--- src/hw/rtl/ncf_pkg.sv ---
`timescale 1ns / 1ps
`default_nettype none
package ncf_pkg;

  localparam logic signed [31:0] Q_ONE = 32'sd16777216;
  // cube roots of unity, Q8.24, one bit wider for the distance terms
  localparam logic signed [32:0] ROOT0_X = 33'sd16777216;
  localparam logic signed [32:0] ROOT12_X = -33'sd8388608;
  localparam logic signed [32:0] ROOT1_Y = 33'sd14529495;
  localparam logic signed [32:0] ROOT2_Y = -33'sd14529495;
  localparam logic [7:0] COLOR_FULL = 8'd200;

  typedef enum logic [2:0] {
    REG_X_ORIGIN   = 3'd0,
    REG_X_STEP     = 3'd1,
    REG_Y_ORIGIN   = 3'd2,
    REG_Y_STEP     = 3'd3,
    REG_MAX_ITER   = 3'd4,
    REG_TOLERANCE  = 3'd5,
    REG_DERIV_FLR  = 3'd6
  } ncf_reg_t;

  typedef enum logic [4:0] {
    OP_INIT_X, OP_INIT_Y, OP_INIT_T,
    OP_Z_RR, OP_Z_II, OP_Z_RI,
    OP_Z3_A, OP_Z3_B, OP_Z3_C, OP_Z3_D,
    OP_DEN_R, OP_DEN_I,
    OP_NUM_A, OP_NUM_B, OP_NUM_C, OP_NUM_D,
    OP_STEP_R, OP_STEP_I,
    OP_D0X, OP_D0Y, OP_D1X, OP_D1Y, OP_D2X, OP_D2Y
  } ncf_op_t;

  typedef enum logic [1:0] {
    ROOT_NONE  = 2'd0,
    ROOT_ONE   = 2'd1,
    ROOT_UPPER = 2'd2,
    ROOT_LOWER = 2'd3
  } ncf_root_t;

  typedef struct packed {
    logic       load;
    logic       mul;
    logic       wb;
    ncf_op_t    op;
    logic       advance;
    logic       div_start;
    logic       shade_start;
    logic       out_load;
    logic       found;
    logic [7:0] iters;
  } ncf_cmd_t;

  typedef struct packed {
    logic abandon;
    logic conv;
    logic div_busy;
    logic shade_busy;
  } ncf_sts_t;

  function automatic logic signed [31:0] sat32(input logic signed [49:0] v);
    logic signed [31:0] r;
    if (v > 50'sd2147483647) begin
      r = 32'sh7fffffff;
    end else if (v < -50'sd2147483648) begin
      r = 32'sh80000000;
    end else begin
      r = v[31:0];
    end
    return r;
  endfunction

endpackage
`default_nettype wire

--- src/hw/rtl/ncf_ctrl.sv ---
`timescale 1ns / 1ps
`default_nettype none
module ncf_ctrl (
  input  wire logic              clk,
  input  wire logic              rst_n,
  input  wire logic              in_valid,
  output logic                   in_ready,
  output logic                   out_valid,
  input  wire logic              out_ready,
  input  wire logic [7:0]        max_iterations,
  output ncf_pkg::ncf_cmd_t      cmd,
  input  wire ncf_pkg::ncf_sts_t sts
);
  import ncf_pkg::*;

  typedef enum logic [9:0] {
    S_IDLE = 10'b0000000001,
    S_MUL  = 10'b0000000010,
    S_WB   = 10'b0000000100,
    S_CHKD = 10'b0000001000,
    S_DIVS = 10'b0000010000,
    S_DIVW = 10'b0000100000,
    S_CHKC = 10'b0001000000,
    S_SHS  = 10'b0010000000,
    S_SHW  = 10'b0100000000,
    S_FIN  = 10'b1000000000
  } state_t;

  state_t     state_r, state_nxt;
  ncf_op_t    op_r, op_nxt;
  logic [7:0] it_r, it_nxt;
  logic [7:0] iters_r, iters_nxt;
  logic       found_r, found_nxt;
  logic       out_valid_r, out_valid_nxt;
  logic       last_iter;

  assign last_iter = ({1'b0, it_r} + 9'd1) >= {1'b0, max_iterations};

  always_comb begin
    state_nxt = state_r;
    op_nxt    = op_r;
    it_nxt    = it_r;
    iters_nxt = iters_r;
    found_nxt = found_r;
    cmd             = '0;
    cmd.op          = op_r;
    cmd.iters       = iters_r;
    cmd.found       = found_r;
    unique case (state_r)
      S_IDLE: begin
        if (in_valid) begin
          cmd.load  = 1'b1;
          op_nxt    = OP_INIT_X;
          it_nxt    = '0;
          state_nxt = S_MUL;
        end
      end
      S_MUL: begin
        cmd.mul   = 1'b1;
        state_nxt = S_WB;
      end
      S_WB: begin
        cmd.wb = 1'b1;
        unique case (op_r)
          OP_INIT_T: begin
            if (max_iterations == 8'd0) begin
              found_nxt = 1'b0;
              iters_nxt = max_iterations;
              state_nxt = S_FIN;
            end else begin
              op_nxt    = OP_Z_RR;
              state_nxt = S_MUL;
            end
          end
          OP_DEN_I:  state_nxt = S_CHKD;
          OP_NUM_D:  state_nxt = S_DIVS;
          OP_STEP_I: state_nxt = S_CHKC;
          OP_D2Y:    state_nxt = S_SHS;
          default: begin
            op_nxt    = ncf_op_t'(op_r + 5'd1);
            state_nxt = S_MUL;
          end
        endcase
      end
      S_CHKD: begin
        if (sts.abandon) begin
          found_nxt = 1'b0;
          iters_nxt = max_iterations;
          state_nxt = S_FIN;
        end else begin
          op_nxt    = OP_NUM_A;
          state_nxt = S_MUL;
        end
      end
      S_DIVS: begin
        cmd.div_start = 1'b1;
        state_nxt     = S_DIVW;
      end
      S_DIVW: begin
        if (!sts.div_busy) begin
          op_nxt    = OP_STEP_R;
          state_nxt = S_MUL;
        end
      end
      S_CHKC: begin
        if (sts.conv) begin
          found_nxt = 1'b1;
          iters_nxt = it_r + 8'd1;
          op_nxt    = OP_D0X;
          state_nxt = S_MUL;
        end else begin
          cmd.advance = 1'b1;
          if (last_iter) begin
            found_nxt = 1'b0;
            iters_nxt = max_iterations;
            state_nxt = S_FIN;
          end else begin
            it_nxt    = it_r + 8'd1;
            op_nxt    = OP_Z_RR;
            state_nxt = S_MUL;
          end
        end
      end
      S_SHS: begin
        cmd.shade_start = 1'b1;
        state_nxt       = S_SHW;
      end
      S_SHW: begin
        if (!sts.shade_busy) begin
          state_nxt = S_FIN;
        end
      end
      S_FIN: begin
        // hold until the output register is free
        if (!out_valid_r || out_ready) begin
          cmd.out_load = 1'b1;
          state_nxt    = S_IDLE;
        end
      end
      default: state_nxt = S_IDLE;
    endcase
  end

  always_comb begin
    out_valid_nxt = out_valid_r;
    if (cmd.out_load) begin
      out_valid_nxt = 1'b1;
    end else if (out_ready) begin
      out_valid_nxt = 1'b0;
    end
  end

  always_ff @(posedge clk) begin
    if (!rst_n) begin
      state_r     <= S_IDLE;
      op_r        <= OP_INIT_X;
      it_r        <= '0;
      iters_r     <= '0;
      found_r     <= 1'b0;
      out_valid_r <= 1'b0;
    end else begin
      state_r     <= state_nxt;
      op_r        <= op_nxt;
      it_r        <= it_nxt;
      iters_r     <= iters_nxt;
      found_r     <= found_nxt;
      out_valid_r <= out_valid_nxt;
    end
  end

  assign in_ready  = (state_r == S_IDLE);
  assign out_valid = out_valid_r;

  a_no_overwrite: assert property (@(posedge clk) disable iff (!rst_n)
    cmd.out_load |-> (!out_valid_r || out_ready))
    else $error("pending result overwritten");

  a_accept_starts: assert property (@(posedge clk) disable iff (!rst_n)
    (in_valid && in_ready) |=> (state_r == S_MUL))
    else $error("accepted request did not start");

  a_div_runs: assert property (@(posedge clk) disable iff (!rst_n)
    cmd.div_start |=> sts.div_busy)
    else $error("divider did not start");

endmodule
`default_nettype wire

--- config.mk ---
export PLATFORM = sky130hd
export DESIGN_NAME = ncf_ctrl
export DESIGN_NICKNAME = d
export VERILOG_FILES = /design/src/hw/rtl/ncf_pkg.sv /design/src/hw/rtl/ncf_ctrl.sv
export SDC_FILE = /design/constraint.sdc
export NUM_CORES = 1
export LEC_CHECK = 0
export ABC_CLOCK_PERIOD_IN_PS = 3300
export BUFFER_PORTS_ARGS = -buffer_cell sky130_fd_sc_hd__buf_4
export CORE_MARGIN = 3
export CORE_UTILIZATION = 50
export CTS_CLUSTER_DIAMETER = 30
export DETAILED_ROUTE_END_ITERATION = 12
export PLACE_DENSITY_LB_ADDON = 0.08
export SLEW_MARGIN = 40
export SYNTH_ARGS = -nofsm -noshare
export SYNTH_HDL_FRONTEND = slang
export SYNTH_SLANG_ARGS = --single-unit
--- constraint.sdc ---
create_clock -name clk -period 3.3 [get_ports clk]
set_input_delay 0.495 -clock clk [delete_from_list [all_inputs] [get_ports clk]]
set_output_delay 0.495 -clock clk [all_outputs]
set_load 0.02 [all_outputs]
* Word level (Yosys, flattened, before mapping)
Cells that the tools add are included.
Operators by class: add/subtract/negate cells 3, order comparisons 1, equal/unequal tests 29, mux-type cells 46, reduce and logical (&&, ||, !) cells 12
Operator list (count):
- one-hot mux 10 bit (10 select lines) | 1
- two-way mux 10 bit | 8
- two-way mux 8 bit | 8
- one-hot mux 10 bit (5 select lines) | 1
- two-way mux 5 bit | 6
- one-hot mux 5 bit (5 select lines) | 1
- one-hot mux 8 bit (3 select lines) | 1
- != test 2 bit (second input constant) | 11
- two-way mux 1 bit | 17
- one-hot mux 8 bit (2 select lines) | 1
- equality test 10 x 1 -> 1 bit (second input constant) | 1
- equality test 10 bit (second input constant) | 1
- equality test 10 x 2 -> 1 bit (second input constant) | 1
- equality test 10 x 3 -> 1 bit (second input constant) | 1
- equality test 10 x 4 -> 1 bit (second input constant) | 1
- equality test 10 x 5 -> 1 bit (second input constant) | 1
- equality test 10 x 6 -> 1 bit (second input constant) | 1
- equality test 10 x 7 -> 1 bit (second input constant) | 1
- equality test 10 x 8 -> 1 bit (second input constant) | 1
- equality test 10 x 9 -> 1 bit (second input constant) | 1
- equality test 5 x 4 -> 1 bit (second input constant) | 2
- equality test 5 bit (second input constant) | 2
- one-hot mux 5 bit (2 select lines) | 1
- adder 8 x 1 -> 9 bit (second input constant) | 1
- other kinds (16) | 20
Word-level totals: register bits after elaboration 33, input bits 16, output and inout bits 23, word-level logic and storage cells 97

* Depth between registers and ports, before layout
depth after elaboration 5, depth in mapped cells 12, gate-level depth less buffers 11

* Worst setup path after synthesis
OpenSTA, ideal clock, no wires.
path kind reg-to-reg, start register it_r[0], end register it_r[2], library setup time 71 ps, arrival 2704 ps, data required time 3229 ps, slack 526 ps, stages on the path, launching flop included 12, buffers on the path 0, clock period less this slack 2774 ps, path through dfxtp_1 ha_1 nand2_1 or2_2 xnor2_1 ha_1 a21oi_1 o221ai_1 a211oi_2 a21oi_2 or4b_1 a21oi_1
Between the ends: longest elaborated chain between the ends 4, elaborated cells on any way between the ends 8, those cells by class add/sub: 2; order compare: 1; eq/ne: 1; mux: 3; reduce/logical: 1
Ends and longest elaborated chain:
- from (decl) | RTL line ncf_ctrl.sv:31 | logic [7:0] it_r, it_nxt;
- from (signal assigned) | RTL line ncf_ctrl.sv:164 | it_r <= it_nxt;
- adder 8 x 1 -> 9 bit or adder 8 x 1 -> 8 bit (tied branches) | RTL line ncf_ctrl.sv:37, ncf_ctrl.sv:118
- >= comparator 9 x 8 -> 1 bit or two-way mux 8 bit (tied branches) | RTL line ncf_ctrl.sv:37, ncf_ctrl.sv:113
- != test 2 bit (no line) or two-way mux 8 bit (tied branches)
- AND reduction 4 bit (no line) or one-hot mux 8 bit (2 select lines) (tied branches)
Parallel ways exist; a longest one is shown, timed or not. The select of a mux whose other input is x is not followed. A chain may end at the register's enable or synchronous reset.

* Final worst setup path
start register it_r[1], end register it_r[2]
Same word-level chain as after synthesis.

==> impl.org <==
** STA
- For the pin with the worst max-slew slack, the measured transition is 0.543 ns.
- For the finished layout, the period the worst path requires is 3.04 ns.
- Final period util :: 92.2%
- Setup violations remaining at the end of the flow were counted as 0.
- Final-report hold violation count :: 0
- Once routing completed, OpenROAD measured the worst setup slack at 0.257 ns.
- Headroom to the max-slew limit came out at 63.5%.
- For the final database, setup skew stands at 0.00111 ns.
- The final-report max-slew violation count is 0.
- Based on the critical path, the design can be clocked at up to 0.329 GHz.

** Global route
- Antenna violations before repair :: 0
- After global routing, the most crowded layer is met2.
- Global routing consumed, on the met3 layer, 4.41% of the routing resources.
- Global routing used 34.1% of the available met1 tracks.
- All-Layer GR Usage :: 23.1%
- Met2 Track Usage GR :: 34.4%
- After global routing the overflow that remains totals 0.
- Entering global routing, the biggest net connects 30 pins.
- Via count of the first global-routing pass :: 1996
- First-pass GRT wire length :: 9650 um

** Power
- Power density cells :: 353 mW/mm^2
- PnR Total Power :: 0.938 mW
- In this run the static leakage power is 1.15 nW.
- Worst-case vdd ir drop :: 0.271 mV

** Setup path
- Cell with the largest stage delay on the worst path :: or4b_1
- Among the stages of the critical path, the cell type that occurs most often is a21oi_1.
- STA classifies the critical path endpoint as a flop.
- Data arrives at the worst endpoint at 3.26 ns.
- At the worst endpoint, the required time is 3.51 ns.
- Largest stage delay, worst path :: 0.53 ns
- Crit path max fanout :: 11
- By startpoint and endpoint, the worst setup path is classified as flop to flop.
- List of cells traversed by the critical path :: ha_2, nand2_1, or2_2, xnor2_1, ha_1, a21oi_1, o221ai_1, a211oi_2, a21oi_2, or4b_1, a21oi_1
- The number of cells on the worst reg-to-reg path is 11.
- For flop-to-flop paths, the worst setup slack is 0.26 ns.
- Critical path launch point type :: flop

** Synth
- Synth Cell Area :: 0.00222 mm^2
- In the synthesized netlist the async set-or-reset flop fraction comes to 0%.
- In the synthesized netlist, mux cells make up 0.507% of the area.
- Synthesized flop and latch total :: 33
- The synthesized design contains 0 enable-type register cells.
- The synthesized netlist devotes 22.2% of its cell area to compound gates.
- Counting every instance in the synthesized netlist gives 284.
- By area, the combinational part of the netlist is dominated by simple AND/OR/NAND/NOR gates.
- The synthesized netlist devotes 3.15% of its cell area to XOR and XNOR gates.
- The netlist uses 56 different library cells.
- Of all cell types, the one taking the most synthesized area is dfxtp_1.
- Most frequent cell after synthesis :: nand2_1
- Synthesized-area fraction occupied by adder cells :: 7.32%
- After synthesis, the mean cell area works out to 7.82 um^2.
- Summing the sequential cell areas from Yosys gives 29.7% of the chip area.
- Post-synthesis share of cell area spent on and, or, nand and nor gates :: 31.1%
- Yosys printed 0 warnings.
- After synthesis, the cell types taking the most area are dfxtp_1, ha_1, nand2_1, inv_1, nor2_1.
- Synthesis produced a netlist with a net count of 313.
- In the synthesized netlist the dominant register cell turns out to be dfxtp_1.
- The synthesized design devotes to its leading area cell type 29.7% of total area.
- Cell types with the highest counts after synthesis :: nand2_1, dfxtp_1, inv_1

** Worst hold path
- Instance count along the most critical hold path :: 2
- Hold crit path type :: flop to flop

** CTS
- TritonCTS clock tree :: built
- Buffers inserted during clock tree synthesis total 5.
- Number of levels the H-tree was split into :: 2
- Worst-Skew Late Latency :: 0.28 ns
- After clock tree synthesis, the clock-pin slew on the worst setup and hold paths is 0.07 ns.
- The longest clock path from root to sink contains 2 buffers.
- Clock Sinks :: 33
- Cell chosen for the clock root :: clkbuf_8

** Drt
- Total wire length :: 5780 um
- For this block, the via count after detailed routing is 2231.
- Number of iterations in the first detailed-routing pass :: 4
- Once detail routing completed, the nets flagged for antenna violations numbered 0.
- Via density per instance :: 5.97
- After detailed routing, the average wire length per cell comes to 15.5 um.
- For this block, the initial DRC count from the detailed router was 146.
- Post-route DRC violation count :: 0

** Floorplan
- Cell row count :: 23
- Floorplan die height :: 72.7 um
- In this run the horizontal extent of the chip is 72.7 um.
- Initial Utilization :: 53.6%
- 39 I/O pins were placed.
- The die covers 0.00528 mm^2.
- Placeable core area :: 0.00414 mm^2

** Placed design
- Timing analysis after detailed placement gives a worst setup slack of 0.271 ns.
- Global placer's final weighted congestion :: 0.956
- Final HPWL DP :: 4230 um
- Buffers placed on the I/O ports in this run total 38.

** Cells and area
- In the final layout, the share of cells above drive strength 1 is 20.1%.
- The final layout contains 352 nets.
- 0 antenna diodes ended up in the layout.
- Layout area overhead :: 19.8%

** Status
- The run finished with clean final reports.

** Run
- Total of max-cap violations :: 0
-- sequential cells by signal, indices dropped and copies added, names as in the netlist --
name,flops
state_r,10
it_r,8
iters_r,8
op_r,5
found_r,1
out_valid,1
-- power breakdown --
part	switching [mW]	total (mW)	leakage (nW)	internal, mW
Combinational	0.111	0.188	0.831	0.0764
Sequential	0.0112	0.415	0.266	0.404
Clock	0.147	0.335	0.0542	0.188
Total	0.269	0.938	1.15	0.669
-- cell usage in the layout, fill, tap and decap left out, types with 2 or more instances in the layout --
cell type / instances
a211o_1: 2
a211oi_1: 4
a21oi_1: 15
a31oi_1: 2
and2_1: 2
and3_1: 3
buf_4: 42
clkbuf_8: 7
dfxtp_1: 33
ha_1: 12
inv_1: 22
nand2_1: 41
nand2b_1: 3
nand3_1: 10
nor2_1: 21
nor2b_1: 8
nor3_1: 7
nor4_1: 6
nor4bb_1: 2
o2111ai_1: 6
o211ai_1: 6
o21a_1: 2
o21ai_0: 13
o21bai_1: 2
o221ai_1: 2
o31a_1: 2
o32ai_1: 6
or2_2: 2
or3_1: 5
or4_1: 2
xnor2_1: 4
xor2_1: 4
-- area by class of cell --
| type | instances | area (um^2) |
|---|---|---|
| Inverter | 22 | 82.6 |
| Timing Repair Buffer | 42 | 315 |
| Clock buffer | 7 | 96.3 |
| Tap cell | 50 | 62.6 |
| Sequential cell | 33 | 661 |
| Fill cell | 390 | 1480 |
| Multi-Input combinational cell | 219 | 1440 |
| Clock inverter | 1 | 5.00 |
-- logic make-up (layout without fill, tap and decap cells) --
kind of cell	count (synthesis)	count (layout)
AO/OA/AOI/OAI	70	70
XOR/XNOR	8	8
adder cells (fa/ha/maj)	13	13
buffers and inverters	32	72
flip-flops	33	33
multiplexers	1	1
AND/OR/NAND/NOR	127	127
-- layer usage --
layer | routed length [um] | vias to the layer above | share of wire, %
met3 | 368 | 7 | 6.4
met2 | 2490 | 80 | 43
met1 | 2880 | 1035 | 50
met4 | 53 | 0 | 0.92
met5 | 0 | - | 0
li1 | - | 1109 | -
-- worst max-delay path, delay by kind of cell (launching register included) --
family	cells	cell delay [ns]
xor gates and xnor gates	1	0.21
AOI/OAI and AO/OA	5	0.95
adders and majority gates	2	0.52
DFF	1	0.37
and+or+nand+nor	3	0.91
-- path summary, 6_finish.rpt --
path	start	endpoint
max	it_r[1]	it_r[2]
min	iters_r[7]	iters_r[7]
max reg2reg	it_r[1]	it_r[2]
min reg2reg	iters_r[7]	iters_r[7]
-- per-stage QoR --
stage	area, um^2	hold slack [ns]	std cells	utilization (%)	TNS [ns]
after floorplan	2220	0.436	284	-	0
after global placement	2540	0.451	365	61.4	0
after detailed placement	2540	0.453	365	61.4	0
after CTS	2640	0.465	373	63.8	0
after global routing	2660	0.477	374	64.2	-0.00493
final	2660	0.466	374	64.2	0
-- timing repair --
item,in CTS,in global routing
hold buffers,0,0
setup endpoints to repair,0,3
setup buffers,0,1
resized for setup,0,3
Power figures use the tool's default switching activity.
